[src/design/qpr_pkg.sv]
package qpr_pkg;

   localparam int CordicSteps = 24;
   localparam int StepW = $clog2(CordicSteps + 1);

   // Command codes carried in tuser.
   typedef enum logic [2:0] {
      CMD_PRODUCT  = 3'd0,
      CMD_PREMUL   = 3'd1,
      CMD_POSTMUL  = 3'd2,
      CMD_MAKE_ROT = 3'd3,
      CMD_PREROT   = 3'd4,
      CMD_POSTROT  = 3'd5
   } cmd_type;

   typedef logic signed [31:0] comp_type;
   typedef comp_type [3:0] quat_type;   // index 0 x, 1 y, 2 z, 3 w

   localparam logic signed [33:0] HalfPi = 34'sd1686629713;
   localparam logic signed [33:0] Pi     = 34'sd3373259426;
   localparam logic signed [33:0] Gain   = 34'sd652032874;
   localparam logic signed [31:0] OneQ30 = 32'sd1073741824;

   // Arctangent of 2^-i in Q.30, floored.
   function automatic logic signed [33:0] atan_entry(input logic [4:0] i);
      logic signed [33:0] r;
      case (i)
         5'd0: r = 34'sd843314856;   5'd1: r = 34'sd497837829;
         5'd2: r = 34'sd263043836;   5'd3: r = 34'sd133525158;
         5'd4: r = 34'sd67021686;    5'd5: r = 34'sd33543515;
         5'd6: r = 34'sd16775850;    5'd7: r = 34'sd8388437;
         5'd8: r = 34'sd4194282;     5'd9: r = 34'sd2097149;
         5'd10: r = 34'sd1048575;    5'd11: r = 34'sd524287;
         5'd12: r = 34'sd262143;     5'd13: r = 34'sd131071;
         5'd14: r = 34'sd65535;      5'd15: r = 34'sd32767;
         5'd16: r = 34'sd16383;      5'd17: r = 34'sd8191;
         5'd18: r = 34'sd4095;       5'd19: r = 34'sd2047;
         5'd20: r = 34'sd1023;       5'd21: r = 34'sd511;
         5'd22: r = 34'sd255;        5'd23: r = 34'sd127;
         5'd24: r = 34'sd63;         5'd25: r = 34'sd31;
         5'd26: r = 34'sd15;         5'd27: r = 34'sd7;
         5'd28: r = 34'sd3;          5'd29: r = 34'sd1;
         default: r = 34'sd0;
      endcase
      return r;
   endfunction

   // Round a Q6.60 sum to Q2.30 and clip to 32 bits.
   function automatic logic [32:0] round_sat(input logic signed [65:0] v);
      logic signed [65:0] t;
      logic signed [35:0] h;
      t = v + 66'sd536870912;
      h = t[65:30];
      if (h > 36'sd2147483647) return {1'b1, 32'h7FFFFFFF};
      if (h < -36'sd2147483648) return {1'b1, 32'h80000000};
      return {1'b0, h[31:0]};
   endfunction

endpackage

[src/design/qpr_lane.sv]
module qpr_lane (
   input  logic clock,
   input  logic signed [31:0] p [4],
   input  logic signed [31:0] q [4],
   input  logic [3:0] neg,
   input  logic [1:0] sel,
   input  logic clr,
   input  logic en,
   output logic signed [65:0] acc
);
   import qpr_pkg::*;

   logic signed [63:0] prod_ff;
   logic neg_ff, en_ff, clr_ff;
   logic signed [65:0] acc_ff;

   // One product per cycle, then accumulate; a clear that meets the first
   // product loads that product instead of dropping it.
   always_ff @(posedge clock) begin
      prod_ff <= p[sel] * q[sel];
      neg_ff <= neg[sel];
      en_ff <= en;
      clr_ff <= clr;
      if (clr_ff) acc_ff <= en_ff ? (neg_ff ? -66'(prod_ff) : 66'(prod_ff)) : '0;
      else if (en_ff) acc_ff <= neg_ff ? acc_ff - 66'(prod_ff) : acc_ff + 66'(prod_ff);
   end
   assign acc = acc_ff;
endmodule

[config.mk]
export PLATFORM = sky130hd
export DESIGN_NAME = qpr_lane
export DESIGN_NICKNAME = d
export VERILOG_FILES = /design/src/design/qpr_pkg.sv /design/src/design/qpr_lane.sv
export SDC_FILE = /design/constraint.sdc
export NUM_CORES = 2
export LEC_CHECK = 0
export BUFFER_PORTS_ARGS = -buffer_cell sky130_fd_sc_hd__clkbuf_2
export CAP_MARGIN = 0
export CORE_ASPECT_RATIO = 1.75
export CORE_MARGIN = 2
export CORE_UTILIZATION = 57
export DETAILED_ROUTE_END_ITERATION = 10
export PLACE_DENSITY = 0.83
export SYNTH_ARGS = -nofsm -noshare
export SYNTH_HDL_FRONTEND = slang
export SYNTH_SLANG_ARGS = --single-unit
[constraint.sdc]
create_clock -name clock -period 12.25 [get_ports clock]
set_clock_uncertainty 0.05 [all_clocks]
set_input_delay 2.45 -clock clock [delete_from_list [all_inputs] [get_ports clock]]
set_output_delay 2.45 -clock clock [all_outputs]
set_load 0.02 [all_outputs]
==> results.yml <==
floorplanning:
  die_x_um: 222
  dieArea_um2: 85900
  rows: 140
  core_area_um2: 83000
  die-height_um: 386
  start_util_pct: 57.3
  pin_count: 331
sta:
  tightest_slew_ns: 1.24
  fmax_ghz: 0.0863
  rsz0062_at_grt: "false"
  period_needed_ns: 11.58
  fin_crit_sh_pct: 94.6
  setup_violations: 0
  fin_ws_ns: 0.665
  drv_slew: 0
  finalHoldViolations: 0
  timing.setup.tns_ns: 0
  slew-limit-headroom_pct: 17.2
synthesis:
  synth_top_area_share_pct: 45.6
  ys_types: 88
  yosys.area.top_type: "fa_1"
  synth_nets: 6997
  synth_async_sr_flop_share_pct: 0
  ys_seq_area_share_pct: 6.98
  ys_ff_latch: 133
  ys.warnings.count: 0
  yosys-top-cells-area: "fa_1 (46%), inv_1 (8.1%), ha_1 (6.6%)"
  syn_area_per_cell_um2: 8.81
  ys.flop_type: "dfxtp_1"
  synth_area_um2: 47600
  syn_inst: 5399
  synth-edff-count: 66
clocking:
  cts_tree: "yes"
  hold_buffers: 0
  clock_sinks: 133
  clk_transition_reported_paths_ns: 0.07
  cts_htree_levels: 4
  clock_latency_ns: 0.44
  post_cts_buffers: 0
  postCtsResizedCells: 0
  clock_path_buffers: 2
  cts-root-buf: "clkbuf_16"
  cts_buffers: 17
layout:
  drive_above_1_share_pct: 10.9
  n_fill_cell: 7092
  multiInputGateArea_um2: 39300
  nets: 7201
  regArea_um2: 3330
  area_delta_synth_final_pct: 7.38
global_route:
  grtUsageMet2_pct: 68.6
  overflow: 0
  grt_max_degree: 82
  top_usage_layer: "met2"
  grt_use_met3_pct: 13.2
  antenna_found_initial: 9
  grt_pass1_vias: 45084
  grtUsageTotal_pct: 41.7
  grt_pass1_wl_mm: 262
  grtUsageMet1_pct: 41.1
placed_design:
  gp_congestion: 1.08
  portBuffers: 330
  dp.final_hpwl_mm: 138
  place_ws_ns: 0.465
worst_setup_path:
  r2r_cells: 20
  end_kind: "flop"
  crit_top_cell: "fa_1"
  r2r_slack_ns: 4.12
  critPathKind: "in -> reg"
  cp.arrival_ns: 11.89
  worst_r2r_endpoint: "acc[62]"
  critPathSlowestCell: "fa_1"
  start_kind: "primary input"
  cp.required_ns: 12.55
  critPathMaxStageDelay_ns: 0.72
  worstPathMaxFanout: 32
  timing.rr.start: "prod_ff[8]"
flow_run:
  cap_violations: 0
routing:
  drt-total-wl_mm: 173
  drtPass1Iterations: 8
  vias_per_cell: 6.19
  ant_nets: 0
  wl_per_cell_um: 25.9
  vias: 41385
  drtIter0Drc: 4425
  drcViolationCount: 0
worst_hold_path:
  hp-start: "prod_ff[1]"
  hold_class: "reg -> reg"
  hold_end: "acc[1]"
  hold_depth: 2
outcome:
  outcome: "finished, final reports clean"
[worst max path at each step]
stage                   to  cells past startpoint  startpoint
2_1_floorplan  prod_ff[63]                     32      sel[1]
3_3_place_gp   prod_ff[56]                     31      sel[1]
3_5_place_dp   prod_ff[56]                     30      sel[1]
4_1_cts        prod_ff[56]                     30      sel[1]
5_1_grt        prod_ff[63]                     30      sel[1]
6_report       prod_ff[56]                     30      sel[1]
[metrics by stage]
step	hold slack, ns	instances	instance area, µm²	util, %
floorplan	0.538	5399	47600	-
global placement	0.623	6649	50600	60.9
detailed placement	0.633	6649	50600	60.9
CTS	0.659	6681	51100	61.5
global route	0.696	6682	51100	61.5
finish	0.673	6684	51100	61.5
[sequential cells by signal (all words and copies together), names as in the netlist]
register  count
acc          66
clr_ff        1
en_ff         1
neg_ff        1
prod_ff      64
[logic make-up after synthesis]
kind of cell / share of synthesized area [%]
XOR/XNOR: 4.69
buffers and inverters: 10.6
AO/OA/AOI/OAI: 8.40
flip-flops: 6.98
multiplexers: 3.04
adder cells (fa/ha/maj): 52.1
AND/OR/NAND/NOR: 14.2
[cell type report]
type                    count  area share (%)
diodes                      3          0.0147
clock inverters            10           0.113
clock buffers              22           0.889
inverters                1032            7.58
well taps                1065            2.61
flip-flops and latches    133            6.51
repair buffers            471            5.40
multi-input cells        3948            76.9
[metal layers]
layer	share of wire [%]	vias up	routed length, µm
met5	0.032	-	56
met4	13	10	22200
met3	11	1276	19200
met2	47	2851	80500
met1	29	20323	50900
li1	-	16925	-
[synthesized netlist by cell type (all sizes together) (12+ instances only)]
master	n
xnor2	160
nand4	30
xor2	95
fa	1083
nand3	43
o21bai	32
buf	21
nand2	690
clkbuf	263
edfxtp	66
inv	1031
mux2	55
nor2b	27
nor4	17
mux2i	59
a31oi	14
and2	40
o21a	60
ha	250
nor2	607
a21oi	170
and3	12
o22ai	54
nor3	38
nand2b	41
o21ai	161
dfxtp	67
a21o	67
[worst max-delay path: cells and delay by family]
family | cells | cell delay [ns]
and+or+nand+nor | 4 | 0.57
xor gates and xnor gates | 1 | 0.19
AOI/OAI and AO/OA | 6 | 2.06
muxes | 2 | 0.65
buffers and inverters | 8 | 1.31
adders and majority gates | 9 | 4.61
[layout by cell type (no fill, tap or decap), drive strengths merged, types with 41 or more instances in the layout]
cell       n
fa      1083
inv     1034
nand2    690
nor2     607
clkbuf   350
ha       250
a21oi    170
o21ai    161
xnor2    160
buf      143
xor2      95
a21o      67
dfxtp     67
edfxtp    66
o21a      60
mux2i     59
mux2      55
o22ai     54
nand3     43
nand2b    41
Power is left out: the tool's default activity adds up to more than one toggle a clock period on the data nets, which glitch-free logic cannot reach.
