==> src/design/qpr_pkg.sv <==
package qpr_pkg;

   localparam int CordicSteps = 24;
   localparam int StepW = $clog2(CordicSteps + 1);

   // Command codes carried in tuser.
   typedef enum logic [2:0] {
      CMD_PRODUCT  = 3'd0,
      CMD_PREMUL   = 3'd1,
      CMD_POSTMUL  = 3'd2,
      CMD_MAKE_ROT = 3'd3,
      CMD_PREROT   = 3'd4,
      CMD_POSTROT  = 3'd5
   } cmd_type;

   typedef logic signed [31:0] comp_type;
   typedef comp_type [3:0] quat_type;   // index 0 x, 1 y, 2 z, 3 w

   localparam logic signed [33:0] HalfPi = 34'sd1686629713;
   localparam logic signed [33:0] Pi     = 34'sd3373259426;
   localparam logic signed [33:0] Gain   = 34'sd652032874;
   localparam logic signed [31:0] OneQ30 = 32'sd1073741824;

   // Arctangent of 2^-i in Q.30, floored.
   function automatic logic signed [33:0] atan_entry(input logic [4:0] i);
      logic signed [33:0] r;
      case (i)
         5'd0: r = 34'sd843314856;   5'd1: r = 34'sd497837829;
         5'd2: r = 34'sd263043836;   5'd3: r = 34'sd133525158;
         5'd4: r = 34'sd67021686;    5'd5: r = 34'sd33543515;
         5'd6: r = 34'sd16775850;    5'd7: r = 34'sd8388437;
         5'd8: r = 34'sd4194282;     5'd9: r = 34'sd2097149;
         5'd10: r = 34'sd1048575;    5'd11: r = 34'sd524287;
         5'd12: r = 34'sd262143;     5'd13: r = 34'sd131071;
         5'd14: r = 34'sd65535;      5'd15: r = 34'sd32767;
         5'd16: r = 34'sd16383;      5'd17: r = 34'sd8191;
         5'd18: r = 34'sd4095;       5'd19: r = 34'sd2047;
         5'd20: r = 34'sd1023;       5'd21: r = 34'sd511;
         5'd22: r = 34'sd255;        5'd23: r = 34'sd127;
         5'd24: r = 34'sd63;         5'd25: r = 34'sd31;
         5'd26: r = 34'sd15;         5'd27: r = 34'sd7;
         5'd28: r = 34'sd3;          5'd29: r = 34'sd1;
         default: r = 34'sd0;
      endcase
      return r;
   endfunction

   // Round a Q6.60 sum to Q2.30 and clip to 32 bits.
   function automatic logic [32:0] round_sat(input logic signed [65:0] v);
      logic signed [65:0] t;
      logic signed [35:0] h;
      t = v + 66'sd536870912;
      h = t[65:30];
      if (h > 36'sd2147483647) return {1'b1, 32'h7FFFFFFF};
      if (h < -36'sd2147483648) return {1'b1, 32'h80000000};
      return {1'b0, h[31:0]};
   endfunction

endpackage

==> src/design/qpr_cordic.sv <==
module qpr_cordic (
   input  logic clock,
   input  logic reset,
   input  logic start,
   input  logic signed [31:0] angle,
   output logic done,
   output logic signed [31:0] sin_val,
   output logic signed [31:0] cos_val
);
   import qpr_pkg::*;

   logic signed [33:0] x_ff, y_ff, z_ff;
   logic [StepW-1:0] i_ff;
   logic busy_ff, flip_ff, done_ff;
   logic signed [33:0] z0, xs, ys, at;

   assign at = atan_entry(5'(i_ff));
   assign xs = x_ff >>> i_ff;
   assign ys = y_ff >>> i_ff;

   // Range reduction of the half angle into [-pi/2, pi/2].
   always_comb begin
      z0 = 34'(angle) <<< 1;
      if (z0 > HalfPi) z0 = z0 - Pi;
      else if (z0 < -HalfPi) z0 = z0 + Pi;
   end

   // One micro-rotation per cycle.
   always_ff @(posedge clock) begin
      done_ff <= 1'b0;
      if (reset) begin
         busy_ff <= 1'b0;
      end else if (start) begin
         busy_ff <= 1'b1;
         i_ff <= '0;
         x_ff <= Gain;
         y_ff <= '0;
         z_ff <= z0;
         flip_ff <= (34'(angle) <<< 1) > HalfPi || (34'(angle) <<< 1) < -HalfPi;
      end else if (busy_ff) begin
         if (z_ff >= 0) begin
            x_ff <= x_ff - ys; y_ff <= y_ff + xs; z_ff <= z_ff - at;
         end else begin
            x_ff <= x_ff + ys; y_ff <= y_ff - xs; z_ff <= z_ff + at;
         end
         i_ff <= i_ff + 1'b1;
         if (i_ff == StepW'(CordicSteps - 1)) begin
            busy_ff <= 1'b0;
            done_ff <= 1'b1;
         end
      end
   end

   assign done = done_ff;
   assign sin_val = flip_ff ? -y_ff[31:0] : y_ff[31:0];
   assign cos_val = flip_ff ? -x_ff[31:0] : x_ff[31:0];
endmodule

==> config.mk <==
export PLATFORM = sky130hd
export DESIGN_NAME = qpr_cordic
export DESIGN_NICKNAME = d
export VERILOG_FILES = /design/src/design/qpr_pkg.sv /design/src/design/qpr_cordic.sv
export SDC_FILE = /design/constraint.sdc
export NUM_CORES = 1
export LEC_CHECK = 0
export ABC_AREA = 1
export ABC_CLOCK_PERIOD_IN_PS = 7550
export BUFFER_PORTS_ARGS = -buffer_cell sky130_fd_sc_hd__buf_2
export CAP_MARGIN = 0
export CORE_MARGIN = 1
export CORE_UTILIZATION = 45
export DETAILED_ROUTE_END_ITERATION = 7
export PLACE_DENSITY = 0.72
export SYNTH_ARGS = -nofsm -noshare
export SYNTH_HDL_FRONTEND = slang
export SYNTH_SLANG_ARGS = --single-unit
==> constraint.sdc <==
create_clock -name clock -period 7.55 [get_ports clock]
set_input_delay 0.755 -clock clock [delete_from_list [all_inputs] [get_ports clock]]
set_output_delay 0.755 -clock clock [all_outputs]
set_load 0.1 [all_outputs]
==> qor.csv <==
stage,metric,value,unit
global_routing,vias in the first global route,20700,
placed_design,Place WS,2080,ps
power,maximum vdd drop,346,uV
timing,setup tns final,0,ps
final_layout,Post-layout nets,3534,
synthesis,leading area contributor after synthesis,edfxtp_1,
global_routing,Global Route Usage Sum,29.0,%
die,die width,214,um
synthesis,Post-synth EDFFs,108,
die,die area,45900,sq um
timing,RSZ-0062 raised after global routing,false,
timing,Final WS setup,1900,ps
placed_design,gpl congestion,0.991,
synthesis,Post-synth ARST share,0,%
synthesis,largest cells by area after synthesis,"edfxtp_1 16%, nand2_1 15%, nand3_1 13%",
final_layout,filler instances,4776,
die,core area,44300,sq um
worst_setup_path,CP Max Fanout,66,
synthesis,count of different cell masters after synthesis,61,
final_layout,Area Overhead vs Synth,6.85,%
synthesis,Yosys reg bits,140,
placed_design,PortBufs,99,
route,Pre-Repair DR Iteration Count,8,
cts,TritonCTS Buffers,17,
cts,post_cts resized,0,
synthesis,top-area cell type share of the netlist area,16.0,%
synthesis,"Cell Area, Synth",20300,sq um
timing,max-slew violation count,0,
cts,CTS root buf,clkbuf_16,
timing,skew final,15.6,ps
cts,hold buffers post-CTS,0,
worst_setup_path,arrival time worst endpoint,5900,ps
die,num ports,100,
synthesis,Synth top cells by count,"825 x nand2_1, 511 x nand3_1, 344 x inv_1",
timing,Final setup viols,0,
flow_run,max cap viols,0,
hold_path,worst min path class,flip-flop to flip-flop,
global_routing,largest net degree at the start of global routing,74,
route,routed wire length,67400,um
cts,clk sinks,140,
cts,buffer count from post-CTS setup fixing,0,
route,starting DRC count in detailed routing,2800,
synthesis,"count leader, synth",nand2_1,
cts,H-Tree Depth,4,
timing,worst slew pin tran,1180,ps
route,# DRC,1,
route,post-route ant nets,0,
run_status,status,finished with violations,
synthesis,Syn Area/Cell,6.02,sq um
die,initial core utilization,45.7,%
power,Leak Pwr,10.1,nW
cts,clock-pin slew on the worst setup and hold paths,60,ps
timing,fmax,0.177,GHz
worst_setup_path,Critical Path Start Type,flip-flop,
synthesis,Synthesis Warnings,0,
cts,Clock Tree Buf Depth,2,
global_routing,GR Overflow Total,0,
power,pwr/cell area,393,nW/um^2
die,row cnt,77,
route,DR vias/cell,5.75,
final_layout,layout cell share with drive strength beyond 1,6.75,%
synthesis,top_reg_cell synth,edfxtp_1,
timing,Rel. slew slack,21.1,%
placed_design,post-DP HPWL,52300,um
synthesis,Post-Syn Instances,3367,
power,Tot Pwr,8.52,mW
timing,Final Cycle Share,74.9,%
final_layout,fin util,48.9,%
worst_setup_path,Setup CP Type,flip-flop to flip-flop,
timing,min cycle time layout,5650,ps
global_routing,initial antenna violation count,0,
route,Vias,22900,
cts,CTS tree,built,
run_status,failing checks,DRC,
worst_setup_path,"Req. time, crit path",7800,ps
global_routing,first-pass GRT wire length,107000,um
die,Die Ht,214,um
synthesis,Syn Nets,3520,
route,WL per Instance,16.9,um
cts,clock latency on the worst-skew pair,490,ps
timing,final hold violations,0,
final_layout,diodes inserted,0,
worst_setup_path,Setup crit end kind,flip-flop,
synthesis,sequential area share after synthesis,19.2,%
## sequential cells by signal (all words and copies together) (netlist names)
name	cells
y_ff	34
i_ff	5
flip_ff	1
z_ff	34
busy_ff	1
done	1
at	30
x_ff	34
## metal layers
metal / wire length (um) / track usage [%] / vias up
met5: 0 / 0 / -
met4: 2700 / 13.5 / 0
met3: 4270 / 4.09 / 164
met2: 31500 / 48.3 / 898
met1: 28900 / 36.9 / 10400
li1: - / - / 11400
## placed cells by master (no fill, tap or decap), types with 8 or more instances in the layout
master and instances:
nand3_1 511, o21a_1 22, o21bai_1 8, xnor2_1 71, dfxtp_1 32, nand2_1 824
or2_2 20, nor2_1 328, buf_2 99, nand2_2 9, o221ai_1 8, edfxtp_1 108
nor3_1 60, a21o_1 16, nor2_2 12, o21ai_0 213, a31oi_1 33, o21ai_1 22
a21oi_1 227, xor2_1 83, nor4_1 19, ha_1 115, a21boi_0 10, inv_2 10
nand3b_1 9, o2111ai_1 11, buf_4 19, inv_1 344, nand3_2 8, nand4_1 33
clkbuf_16 19
## through the flow
stage               cell area, sq um  instances  hold WS [ps]
floorplan                      20300       3367           465
global placement               21100       3954           554
detailed placement             21100       3954           551
finish                         21700       3986           553
CTS                            21700       3986           562
global route                   21700       3986           576
## final cells by class
| type | count | area [sq um] | share of cell area [%] |
|---|---|---|---|
| clock buffers | 22 | 497 | 2.29 |
| clock inverters | 10 | 75.1 | 0.347 |
| inverters | 357 | 1340 | 6.19 |
| multi-input cells | 2747 | 14500 | 66.9 |
| flip-flops and latches | 140 | 3880 | 17.9 |
| well taps | 592 | 741 | 3.42 |
| repair buffers | 118 | 638 | 2.95 |
## power breakdown
| group | leakage [nW] | total (mW) | switching, mW | internal, mW |
|---|---|---|---|---|
| Sequential | 1.31 | 1.53 | 0.380 | 1.15 |
| Clock | 0.283 | 0.850 | 0.380 | 0.470 |
| Combinational | 8.53 | 6.14 | 4.34 | 1.80 |
## final timing paths
check        depth (start not counted)       end  slack, ps     from
min reg2reg                          2      done        550  busy_ff
max reg2reg                         26  y_ff[24]       1900  i_ff[0]
min                                  2      done        550  busy_ff
max                                 26  y_ff[24]       1900  i_ff[0]
## cell families after synthesis
| logic type | count (synthesis) | synth area share (%) |
|---|---|---|
| simple gates | 1863 | 40.3 |
| flops | 140 | 19.2 |
| xor+xnor | 154 | 6.66 |
| fa+ha+maj | 118 | 7.40 |
| compound gates | 612 | 17.0 |
| buf+inv | 480 | 9.42 |
## critical path: stages (launching register included)
cell and delay [ps]:
edfxtp_1 400, inv_2 860, nand2_1 170, nand3_1 150
nand3_1 120, nand3_1 140, nand3_1 140, nand2_1 200
inv_1 80, ha_1 220, nand4_1 150, nand2_1 80
xor2_1 230, inv_1 80, ha_1 350, nand2_1 90
inv_1 40, a21oi_1 240, o21ai_0 240, a21boi_0 450
inv_1 140, nand2_1 90, nand2_1 110, a21boi_0 300
o21ai_0 150, nor2_1 100, nor2_1 50
Note: power is estimated with default switching activity, not from simulation.
